--- src/hdl/tal_pkg.sv ---
`default_nettype none
// ----------------------------------------------------------------------------
// tal_pkg
// Shared types and constants of the trochoid arc limit calculator.
// ----------------------------------------------------------------------------
package tal_pkg;

	localparam int TAL_DEPTH = 82;

	localparam logic [16:0] ACCEL_RESET    = 17'd5000;
	localparam logic [23:0] RADIUS_MAX     = 24'hFFFFFF;
	localparam logic [23:0] RADIUS_FLOOR   = 24'd500;
	localparam logic [16:0] RATIO_ONE      = 17'd65536;
	localparam logic [16:0] RATIO_DEFAULT  = 17'd39321;
	localparam logic [36:0] DEN_NO_FEED    = 37'd1000000000;
	localparam logic [31:0] RECIP_FIVE     = 32'hCCCCCCCD;

	// side data carried along the minimum radius divider
	typedef struct packed {
		logic [23:0] tool;
		logic [23:0] rmax;
		logic [21:0] den1;
		logic [36:0] den2;
		logic        fnz;
		logic        a0;
		logic        sat;
	} tal_pd_t;

	// side data carried along the ratio divider and square root
	typedef struct packed {
		logic [23:0] rmin;
		logic [23:0] rmax;
		logic [23:0] rec;
		logic        a0;
		logic        one;
	} tal_rt_t;

	typedef struct packed {
		logic [16:0] corner_ratio;
		logic [23:0] recommended_radius;
		logic [23:0] max_radius;
		logic [23:0] min_radius;
	} tal_res_t;

endpackage
`default_nettype wire

--- src/hdl/tal_out_buf.sv ---
`default_nettype none
// ----------------------------------------------------------------------------
// tal_out_buf
// Output register plus one skid entry, so the pipeline keeps taking items
// while a result waits.
// ----------------------------------------------------------------------------
module tal_out_buf (
	input  wire              clk,
	input  wire              arst_n,
	input  wire              in_valid,
	output logic             in_ready,
	input  wire tal_pkg::tal_res_t in_res,
	output logic             out_valid,
	input  wire              out_ready,
	output tal_pkg::tal_res_t out_res
);

	logic              skid_v_q;
	tal_pkg::tal_res_t skid_q;
	logic              pop;
	logic              push;

	assign in_ready = !skid_v_q;
	assign pop      = out_valid && out_ready;
	assign push     = in_valid && in_ready;

	always_ff @(posedge clk or negedge arst_n) begin
		if (!arst_n) begin
			out_valid <= 1'b0;
			skid_v_q  <= 1'b0;
		end else if (!out_valid || pop) begin
			out_valid <= skid_v_q || push;
			skid_v_q  <= 1'b0;
		end else if (push) begin
			skid_v_q <= 1'b1;
		end
	end

	always_ff @(posedge clk) begin
		if (!out_valid || pop) begin
			out_res <= skid_v_q ? skid_q : in_res;
		end else if (push) begin
			skid_q <= in_res;
		end
	end

endmodule
`default_nettype wire

--- config.mk ---
export PLATFORM = sky130hd
export DESIGN_NAME = tal_out_buf
export DESIGN_NICKNAME = d
export VERILOG_FILES = /design/src/hdl/tal_pkg.sv /design/src/hdl/tal_out_buf.sv
export SDC_FILE = /design/constraint.sdc
export NUM_CORES = 1
export LEC_CHECK = 0
export BUFFER_PORTS_ARGS = -buffer_cell sky130_fd_sc_hd__buf_2
export CAP_MARGIN = 20
export CORE_MARGIN = 3
export CORE_UTILIZATION = 35
export CTS_BUF_LIST = sky130_fd_sc_hd__clkbuf_8
export CTS_CLUSTER_SIZE = 24
export DETAILED_ROUTE_END_ITERATION = 8
export HOLD_SLACK_MARGIN = 0.06
export PLACE_DENSITY = 0.65
export SLEW_MARGIN = 20
export SYNTH_ARGS = -nofsm -noshare
export SYNTH_HDL_FRONTEND = slang
export SYNTH_SLANG_ARGS = --single-unit
--- constraint.sdc ---
create_clock -name clk -period 9.1 [get_ports clk]
set_clock_uncertainty 0.05 [all_clocks]
set_input_delay 0.455 -clock clk [delete_from_list [all_inputs] [get_ports clk]]
set_output_delay 0.455 -clock clk [all_outputs]
set_load 0.02 [all_outputs]
* After elaboration in Yosys (flattened, before gate mapping)
Cells that the tools add are included.
** Storage, ports and cells
- Bits in registers :: 180
- Output and inout bits :: 91
** Cells by class
- Multiplexer cells :: 3
- Bitwise operators :: 1
- Reduce and logical (&&, ||, !) cells :: 8
** Operators with widths (count)
- 89-bit two-way mux :: 1
- 1-bit logical AND :: 2
- 1-bit logical NOT :: 2
- 1-bit logical OR :: 2
- 1-bit two-way mux :: 2
- 2-bit AND reduction :: 1
- 2-bit nonzero test :: 1
- 1-bit NOT :: 1

* Logic depth before layout (Yosys ltp)
Gate-level depths: netlist of run 1.
- Word-level depth :: 4
- Gate-level depth with buffers :: 4
- Depth with buffers taken out :: 2

* Worst setup path after synthesis of run 1
OpenSTA, ideal clock, no wires.
- Kind :: input to register
- Start point :: input out_ready
- End point :: register skid_q[0] (netlist name), enable pin
- Arrival :: 9302 ps
- Path slack :: -916 ps
- Stages on the path :: 2
- Path through :: nand2b_1 nor3b_1
** Between the ends
- Longest elaborated chain between the ends :: 4
** RTL lines
- start: declaration :: line tal_out_buf.sv:14 : input wire out_ready,
- 1-bit logical AND :: line tal_out_buf.sv:24 : assign pop = out_valid && out_ready;
- 1-bit logical OR :: line tal_out_buf.sv:40 : if (!out_valid || pop) begin
- 1-bit NOT (no line)
- 2-bit AND reduction (no line)
- end signal: assignment :: line tal_out_buf.sv:43 : skid_q <= in_res;
- end: declaration :: line tal_out_buf.sv:19 : tal_pkg::tal_res_t skid_q;
Every way passes these cells.
A chain may end at the register's enable or synchronous reset.

* Worst setup path in the final report of run 1
- Start point :: register skid_v_q
- End point :: output in_ready
** Between the ends
- Longest elaborated chain between the ends :: 1
** RTL lines
- start: declaration :: line tal_out_buf.sv:18 : logic skid_v_q;
- start signal: assignment :: line tal_out_buf.sv:30 : skid_v_q <= 1'b0;
- start signal: assignment :: line tal_out_buf.sv:33 : skid_v_q <= 1'b0;
- start signal: assignment :: line tal_out_buf.sv:35 : skid_v_q <= 1'b1;
- 1-bit logical NOT :: line tal_out_buf.sv:23 : assign in_ready = !skid_v_q;
- end: declaration :: line tal_out_buf.sv:11 : output logic in_ready,
Every way passes these cells.

==> results of run 1 <==
cells in the final DEF, fill, tap and decap left out:
cell           instances
clkinv_4               1
nand2_1                1
buf_2                183
inv_1                  4
dfrtp_1                1
inv_6                  1
clkbuf_8              17
nand2b_4               1
bufinv_16              4
nor2_1                 2
nor3b_2                1
clkinvlp_4             1
mux2_4                77
dlygate4sd3_1          1
mux2_2                12
clkinv_1               2
edfxtp_1             178
buf_4                  4
dfrtp_4                1
clkinv_2               1
cells by family after synthesis:
| kind of cell | count (synthesis) | synth area share, % |
|---|---|---|
| buffers and inverters | 11 | 2.543 |
| AND/OR/NAND/NOR | 5 | 0.3635 |
| multiplexers | 89 | 18.75 |
| flip-flops | 180 | 78.34 |
state kept, by name, indices dropped and copies added, names as in the netlist:
register,count
skid_q,89
out_res,89
skid_v_q,1
out_valid,1
metal layers:
layer / up-vias / track usage (%) / part of all wire, %
li1: 1520 / - / -
met3: 12 / 4.500 / 6.7
met5: - / 0 / 0
met2: 118 / 19.70 / 50
met1: 1658 / 13.81 / 42
met4: 0 / 4.092 / 1.5
worst max-delay path: cells and delay by family, from the launching register on:
| family | cells | cell delay, ps |
|---|---|---|
| flops | 1 | 860 |
| buf+inv | 3 | 1150 |
final timing paths:
kind	from	endpoint	slack, ps	cells past startpoint
hold reg to reg	skid_q[24]$_DFFE_PP_	out_res[24]$_DFFE_PP_	490	1
setup / recovery	skid_v_q$_DFFE_PN0P_	in_ready	6090	3
hold / removal	in_res[48]	skid_q[48]$_DFFE_PP_	140	1
setup reg to reg	skid_v_q$_DFFE_PN0P_	out_res[87]$_DFFE_PP_	6600	2
max in group asynchronous	arst_n	skid_v_q$_DFFE_PN0P_	8620	2
min in group asynchronous	arst_n	out_valid$_DFFE_PN0P_	270	2
through the flow:
stage | cell area [µm²] | hold slack [ps]
after floorplan | 6889 | 109.4
after global placement | 8003 | 195.3
after detailed placement | 8003 | 195.2
after CTS | 8416 | 87.53
after global routing | 8416 | 98.38
final | 8416 | 136.9
layout make-up:
cell class	instances	area (µm²)	share of cell area, %
inverters	1	3.754	0.04460
multi-input cells	94	1329	15.79
clock inverters	13	168.9	2.007
clock buffers	17	234.0	2.780
repair buffers	188	955.9	11.36
flip-flops and latches	180	5399	64.15
well taps	260	325.3	3.866
synthesized netlist by cell type:
| cell type | n | area (µm²) |
|---|---|---|
| mux2_2 | 12 | 135.1 |
| buf_2 | 1 | 5.000 |
| edfxtp_1 | 178 | 5345 |
| nand2b_1 | 1 | 6.260 |
| nor2_1 | 2 | 7.510 |
| dfrtp_1 | 2 | 50.05 |
| buf_6 | 1 | 11.26 |
| mux2_4 | 77 | 1156 |
| nand2_1 | 1 | 3.750 |
| buf_12 | 7 | 140.1 |
| inv_1 | 1 | 3.750 |
| nor3b_1 | 1 | 7.510 |
| buf_8 | 1 | 15.01 |
power by group:
group	internal, mW	switching (mW)	total [mW]
clock network	0.292	0.271	0.564
logic	0.0941	0.116	0.210
registers	0.981	0.0217	1.00
total	1.37	0.409	1.78
==> impl_metrics.py, run 1 <==
metrics = {
    "cts": {
        "postCtsSetupBuffers": 0,
        "clk_pin_slew_ps": 90,
        "clkLatencyLatePin_ps": 450,
        "clock_path_buffers": 2,
        "cts_tree": "yes",
        "cts_hold_buf": 1,
        "h-tree-depth": 4,
        "ctsRootBufferMaster": "clkbuf_8",
        "numClockSinks": 180,
        "post_cts_resized": 0,
        "cts-buffers-inserted": 17,
    },
    "floorplanning": {
        "fp.dieH_um": 146.3,
        "io_pins": 184,
        "die_x_um": 146.3,
        "die-area_um2": 21390,
        "start_util_pct": 36.21,
        "fp-row-count": 50,
        "core_area_um2": 19020,
    },
    "yosys": {
        "synth_cell_types": 13,
        "syn_nets": 378,
        "avgSynthCellArea_um2": 24.16,
        "synthesis.area_um2": 6887,
        "synth_warnings": 0,
        "yosys_register_bits": 180,
        "synth_cells": 285,
        "seq_area_frac_synth_pct": 78.34,
    },
    "placed_design": {
        "portBuffers": 183,
        "place_ws_ps": 6517,
        "place_congestion": 0.6934,
        "dpl.cell_count": 722,
        "dpl.hpwl_mm": 8.452,
    },
    "critical_path": {
        "worstSetupStartpointType": "flop",
        "crit_type": "reg -> out",
        "crit_fanout": 54,
        "cpPeakStageDelay_ps": 880,
        "slowest_stage": "buf_4",
        "crit_chain": "buf_4, inv_1, buf_2",
        "worstPathArrival_ps": 2500,
        "critPathCaptureType": "output pin",
        "worstPathRequired_ps": 8600,
    },
    "finish": {
        "post-route-util_pct": 44.25,
        "syn2layout_area_growth_pct": 22.20,
        "drive_above_1_share_pct": 61.66,
        "layout.cells.non_filler": 753,
        "nets": 575,
        "num_antenna_cells": 0,
        "n_fill_cell": 1730,
    },
    "worst_hold_path": {
        "min_path_type": "in -> reg",
    },
    "detailed_routing": {
        "drc": 0,
        "first_pass_iters": 4,
        "ant_nets": 0,
        "wl_mm": 12.56,
        "wl_per_cell_um": 16.67,
        "num_vias": 3308,
        "drtIter0Drc": 151,
        "viasPerCell": 4.393,
    },
    "sta": {
        "clock.fmax_ghz": 0.3326,
        "hold_violations": 0,
        "fin_crit_ps": 3006,
        "tns_ps": 0,
        "max_slew.worst_pin.slew_ps": 995.8,
        "finalWorstSetupSlack_ps": 6094,
        "rsz0062_at_grt": "no",
        "report.final.slew_viol_count": 0,
        "slew-limit-headroom_pct": 33.62,
        "final-setup-viol-count": 0,
        "period_share_pct": 33.04,
    },
    "global_route": {
        "overflow": 0,
        "grt_pass1_wl_mm": 19.43,
        "grt_max_degree": 55,
        "grtUsageTotal_pct": 11.73,
        "antenna_found_initial": 0,
        "grt_pass1_vias": 3573,
    },
    "outcome": {
        "status": "finished, final reports clean",
    },
    "pwr": {
        "finalPower_mw": 1.777,
        "ir_worst_vdd_v": 0.00008526,
        "power.density_nw_per_um2": 211.2,
        "p_leak_nw": 3.322,
    },
    "job": {
        "max_cap_viol_count": 0,
    },
}
Note: power is estimated with default switching activity, not from simulation.
==> run 2, diff against run 1 <==
- clock period: 9.1 -> 2.7 ns (I/O delays scaled with it)
==> run 2 against run 1 <==
Effect of this change:
- worst setup slack worse by 5400 ps
- utilization increased by 5.0 points
- non-clock buffer count increased by 93
- hold slack gained 160 ps
- die area unchanged
- wire length is 7.7% higher
- count of clock-buffer cells in the layout unchanged
- sequential cell count is the same
- final cell count rose by 12%
- critical path depth unchanged
==> impl_metrics.py, run 2 (synthesis gave the netlist of run 1 again) <==
metrics = {
    "sta": {
        "finalWorstSetupSlack_ps": 690.0,
        "final-setup-viol-count": 0,
        "fin_crit_ps": 2010,
        "hold_ws_ps": 299.5,
        "period_share_pct": 74.44,
        "slew-limit-headroom_pct": 62.00,
        "report.final.slew_viol_count": 0,
        "rsz0062_at_grt": "no",
        "hold_violations": 0,
        "max_slew.worst_pin.slew_ps": 570.0,
        "clock.fmax_ghz": 0.4975,
    },
    "worst_hold_path": {
        "min_path_type": "in -> reg",
        "worstHoldStart": "out_ready",
        "holdPathStages": 4,
        "min_to": "out_valid$_DFFE_PN0P_",
    },
    "critical_path": {
        "slowest_stage": "dfrtp_4",
        "rr_endpoint": "skid_q[66]$_DFFE_PP_",
        "crit_chain": "buf_12, inv_1, buf_2",
        "cpPeakStageDelay_ps": 730,
        "worstSetupStartpointType": "flop",
        "r2r_cells": 2,
        "crit_fanout": 50,
        "worstPathRequired_ps": 2520,
        "critPathCaptureType": "output pin",
        "rrSetupSlack_ps": 760,
        "crit_type": "reg -> out",
        "worstPathArrival_ps": 1820,
        "r2r-start": "skid_v_q$_DFFE_PN0P_",
    },
    "detailed_routing": {
        "wl_per_cell_um": 15.97,
        "ant_nets": 0,
        "drtIter0Drc": 202,
        "first_pass_iters": 4,
        "wl_mm": 13.52,
        "viasPerCell": 4.358,
        "drc": 0,
        "num_vias": 3691,
    },
    "global_route": {
        "antenna_found_initial": 0,
        "overflow": 0,
        "grt_pass1_wl_mm": 21.83,
        "grtUsageTotal_pct": 12.94,
        "grt_pass1_vias": 4021,
        "grt_max_degree": 92,
    },
    "finish": {
        "post-route-util_pct": 49.23,
        "syn2layout_area_growth_pct": 35.96,
        "nets": 668,
        "postLayoutCellArea_um2": 9363,
        "layout_common_cells": "buf_2 (183), edfxtp_1 (178), dlygate4sd3_1 (92), mux2_4 (77), clkbuf_8 (17)",
        "layout.cells.non_filler": 847,
        "final_common_cell": "buf_2",
        "num_antenna_cells": 0,
        "drive_above_1_share_pct": 52.30,
        "largestRegisters": "out_res x89, skid_q x89",
    },
    "pwr": {
        "ir_worst_vdd_v": 0.0002623,
        "power.density_nw_per_um2": 642.6,
        "p_leak_nw": 3.717,
    },
    "placed_design": {
        "dpl.cell_count": 724,
        "place_congestion": 0.6819,
        "placed_area_um2": 8063,
        "place_ws_ps": 753.1,
        "portBuffers": 183,
        "dpl.hpwl_mm": 8.358,
    },
    "floorplanning": {
        "fp.dieH_um": 146.3,
        "start_util_pct": 36.21,
        "fp-row-count": 50,
        "core_area_um2": 19020,
        "die-area_um2": 21390,
        "io_pins": 184,
        "die_x_um": 146.3,
    },
    "cts": {
        "clkLatencyLatePin_ps": 440,
        "h-tree-depth": 4,
        "ctsRootBufferMaster": "clkbuf_8",
        "clock_path_buffers": 2,
        "cts-buffers-inserted": 17,
        "numClockSinks": 180,
        "cts_tree": "yes",
        "clk_pin_slew_ps": 80,
    },
    "job": {
        "max_cap_viol_count": 0,
    },
    "outcome": {
        "status": "finished, final reports clean",
    },
}
==> run 2: final cells by class <==
class | instances | area, µm²
fill | 1597 | 9656
multi-input combinational | 94 | 1335
clock inverter | 14 | 145.1
sequential | 180 | 5400
inverter | 1 | 3.754
timing repair buffer | 281 | 1919
tap | 260 | 325.3
clock buffer | 17 | 234.0
==> run 2: metrics by stage <==
step,power (mW),TNS [ps]
after global placement,4.156,0
after floorplan,3.923,-106090
after global routing,6.269,0
final,6.017,0
after CTS,6.105,0
after detailed placement,4.177,0
==> run 2: metal layers <==
metal / GRT usage, % / part of all wire, %
met2: 20.88 / 49
met1: 16.16 / 43
met4: 4.892 / 1.6
met5: 0 / 0
met3: 4.469 / 6.5
==> run 2: critical path, delay by kind of cell, from the launching register on <==
family / cells / cell delay [ps]
buffers and inverters: 3 / 620
flip-flops: 1 / 730
==> run 2: worst max-delay path by stage <==
| stage | start | endpoint | cells past startpoint |
|---|---|---|---|
| 3_5_place_dp | skid_v_q$_DFFE_PN0P_ | skid_q[42]$_DFFE_PP_ | 2 |
| 6_report | skid_v_q$_DFFE_PN0P_ | in_ready | 3 |
| 5_1_grt | skid_v_q$_DFFE_PN0P_ | in_ready | 3 |
| 3_3_place_gp | skid_v_q$_DFFE_PN0P_ | skid_q[53]$_DFFE_PP_ | 2 |
| 2_1_floorplan | out_valid$_DFFE_PN0P_ | skid_q[0]$_DFFE_PP_ | 2 |
| 4_1_cts | skid_v_q$_DFFE_PN0P_ | in_ready | 3 |
==> run 2: timing repair <==
action | 4_1_cts | 5_1_grt
setup endpoints to repair | 0 | 0
gates resized for setup | 0 | 0
hold buffers | 92 | 0
hold endpoints to repair | 182 | 0
buffers inserted | 0 | 0
==> run 2: where the power goes <==
part | total (mW) | leakage (nW) | internal [mW] | switching (mW)
clock | 1.81 | 0.202 | 0.890 | 0.918
sequential | 3.37 | 1.73 | 3.31 | 0.0660
combinational | 0.836 | 1.78 | 0.411 | 0.424
==> run 3, diff against run 2 <==
- PLACE_DENSITY: 0.65 -> 0.63
- clock period: 2.7 -> 1.9 ns (I/O delays scaled with it)
==> run 3 against run 2 <==
Effect of this change:
- power up 39%
- final cell count up 0.12%
- wire length up 2.4%
- combinational power up 46%
- count of clock-buffer cells in the layout unchanged
- critical endpoint unchanged
- largest power group unchanged
==> impl_metrics.py, run 3 (synthesis gave the netlist of run 1 again) <==
metrics = {
    "sta": {
        "rsz0062_at_grt": "no",
        "slew-limit-headroom_pct": 65.72,
        "max_slew.worst_pin.slew_ps": 514.2,
        "report.final.slew_viol_count": 0,
        "hold_violations": 0,
        "final-setup-viol-count": 0,
        "clock.fmax_ghz": 0.6225,
        "hold_ws_ps": 233.7,
        "fin_crit_ps": 1606,
        "period_share_pct": 84.54,
        "tns_ps": 0,
    },
    "worst_hold_path": {
        "worstHoldStart": "out_ready",
        "min_path_type": "in -> reg",
    },
    "placed_design": {
        "place_congestion": 0.7301,
        "portBuffers": 183,
        "dpl.cell_count": 725,
        "dpl.hpwl_mm": 8.648,
    },
    "global_route": {
        "grt_pass1_wl_mm": 21.80,
        "grt_pass1_vias": 4070,
        "grt_max_degree": 92,
        "overflow": 0,
        "grtUsageTotal_pct": 13.10,
        "antenna_found_initial": 0,
    },
    "critical_path": {
        "crit_type": "reg -> out",
        "crit_fanout": 39,
        "worstPathArrival_ps": 1460,
        "critPathCaptureType": "output pin",
        "cp-startpoint": "skid_v_q$_DFFE_PN0P_",
        "worstPathRequired_ps": 1750,
        "r2r-start": "skid_v_q$_DFFE_PN0P_",
        "worstSetupStartpointType": "flop",
    },
    "cts": {
        "clk_pin_slew_ps": 100,
        "postCtsSetupBuffers": 0,
        "h-tree-depth": 4,
        "cts_tree": "yes",
        "clock_path_buffers": 2,
        "post_cts_resized": 0,
        "numClockSinks": 180,
        "ctsRootBufferMaster": "clkbuf_8",
        "cts-buffers-inserted": 17,
        "clkLatencyLatePin_ps": 440,
    },
    "detailed_routing": {
        "drtIter0Drc": 138,
        "wl_mm": 13.84,
        "ant_nets": 0,
        "drc": 0,
        "wl_per_cell_um": 16.32,
        "num_vias": 3709,
        "first_pass_iters": 4,
        "viasPerCell": 4.374,
    },
    "floorplanning": {
        "start_util_pct": 36.21,
        "die-area_um2": 21390,
        "core_area_um2": 19020,
        "fp-row-count": 50,
        "io_pins": 184,
        "die_x_um": 146.3,
        "fp.dieH_um": 146.3,
    },
    "pwr": {
        "p_leak_nw": 3.697,
        "sequentialPowerShare_pct": 57.2,
        "internal_power_mw": 6.312,
        "sw_frac_of_total_pct": 24.49,
        "p_clk_share_pct": 28.3,
        "p_sw_mw": 2.047,
        "power.density_nw_per_um2": 892.7,
        "power_frac_comb_pct": 14.6,
        "ir_worst_vdd_v": 0.0004041,
    },
    "finish": {
        "num_antenna_cells": 0,
        "final_common_cell": "buf_2",
        "largestRegisters": "out_res x89, skid_q x89",
        "drive_above_1_share_pct": 52.89,
        "n_fill_cell": 1601,
        "syn2layout_area_growth_pct": 35.97,
        "layout.cells.non_filler": 848,
        "multi_input_area_um2": 1335,
        "regArea_um2": 5400,
        "layout_common_cells": "buf_2 (183), edfxtp_1 (178), dlygate4sd3_1 (92), mux2_4 (77), clkbuf_8 (17)",
        "nets": 669,
    },
    "outcome": {
        "status": "finished, final reports clean",
    },
    "job": {
        "max_cap_viol_count": 0,
    },
}
run 3: changes by cell type in the layout (fill, tap and decap cells not counted), sizes merged:
cell	before	now
buf	189	190
bufinv	3	1
clkinvlp	0	3
inv	4	3
run 3: layer usage:
metal	part of all wire (%)	global-route usage (%)	vias up
li1	-	-	1716
met1	41	15.26	1847
met2	50	22.39	128
met3	6.2	4.500	18
met4	2.0	4.986	0
met5	0	0	-
run 3: per-stage QoR:
step	area [µm²]	util (%)	setup WS, ps	power (mW)
2_1_floorplan	6907	-	-1992	5.575
3_3_place_gp	8095	42.57	331.4	5.918
3_5_place_dp	8095	42.57	304.2	5.951
4_1_cts	9364	49.24	238.6	8.486
5_1_grt	9364	49.24	208.9	8.739
6_report	9364	49.24	293.7	8.359
run 3: area by class of cell:
type / instances / share of cell area (%)
inverters: 1 / 0.04009
well taps: 260 / 3.474
multi-input cells: 94 / 14.26
flip-flops and latches: 180 / 57.67
clock inverters: 14 / 1.216
repair buffers: 282 / 20.84
clock buffers: 17 / 2.499
run 3: worst paths after layout:
check                                   endpoint  slack [ps]  depth (start not counted)
max reg2reg                 out_res[6]$_DFFE_PP_         300                          2
max                                     in_ready         290                          3
min                          skid_q[1]$_DFFE_PP_         230                          4
min in group asynchronous   skid_v_q$_DFFE_PN0P_         500                          3
min reg2reg                out_res[15]$_DFFE_PP_         490                          1
max in group asynchronous  out_valid$_DFFE_PN0P_        1160                          3
run 3: what timing repair did:
item                                   in CTS  in global routing
setup endpoints to repair                   0                  0
hold buffers                               92                  0
endpoints found under the hold margin     182                  0
run 3: power by group through the flow:
stage | combinational (mW) | clock [mW] | sequential, mW
after floorplan | 0.470 | 0 | 5.11
after global placement | 1.06 | 0 | 4.86
after detailed placement | 1.08 | 0 | 4.87
after CTS | 1.23 | 2.47 | 4.78
after global routing | 1.30 | 2.64 | 4.81
final | 1.22 | 2.36 | 4.78
run 3: critical path, cell delays in order, from the launching register on:
cell	delay, ps
dfrtp_4	480
buf_12	290
inv_1	60
buf_2	160
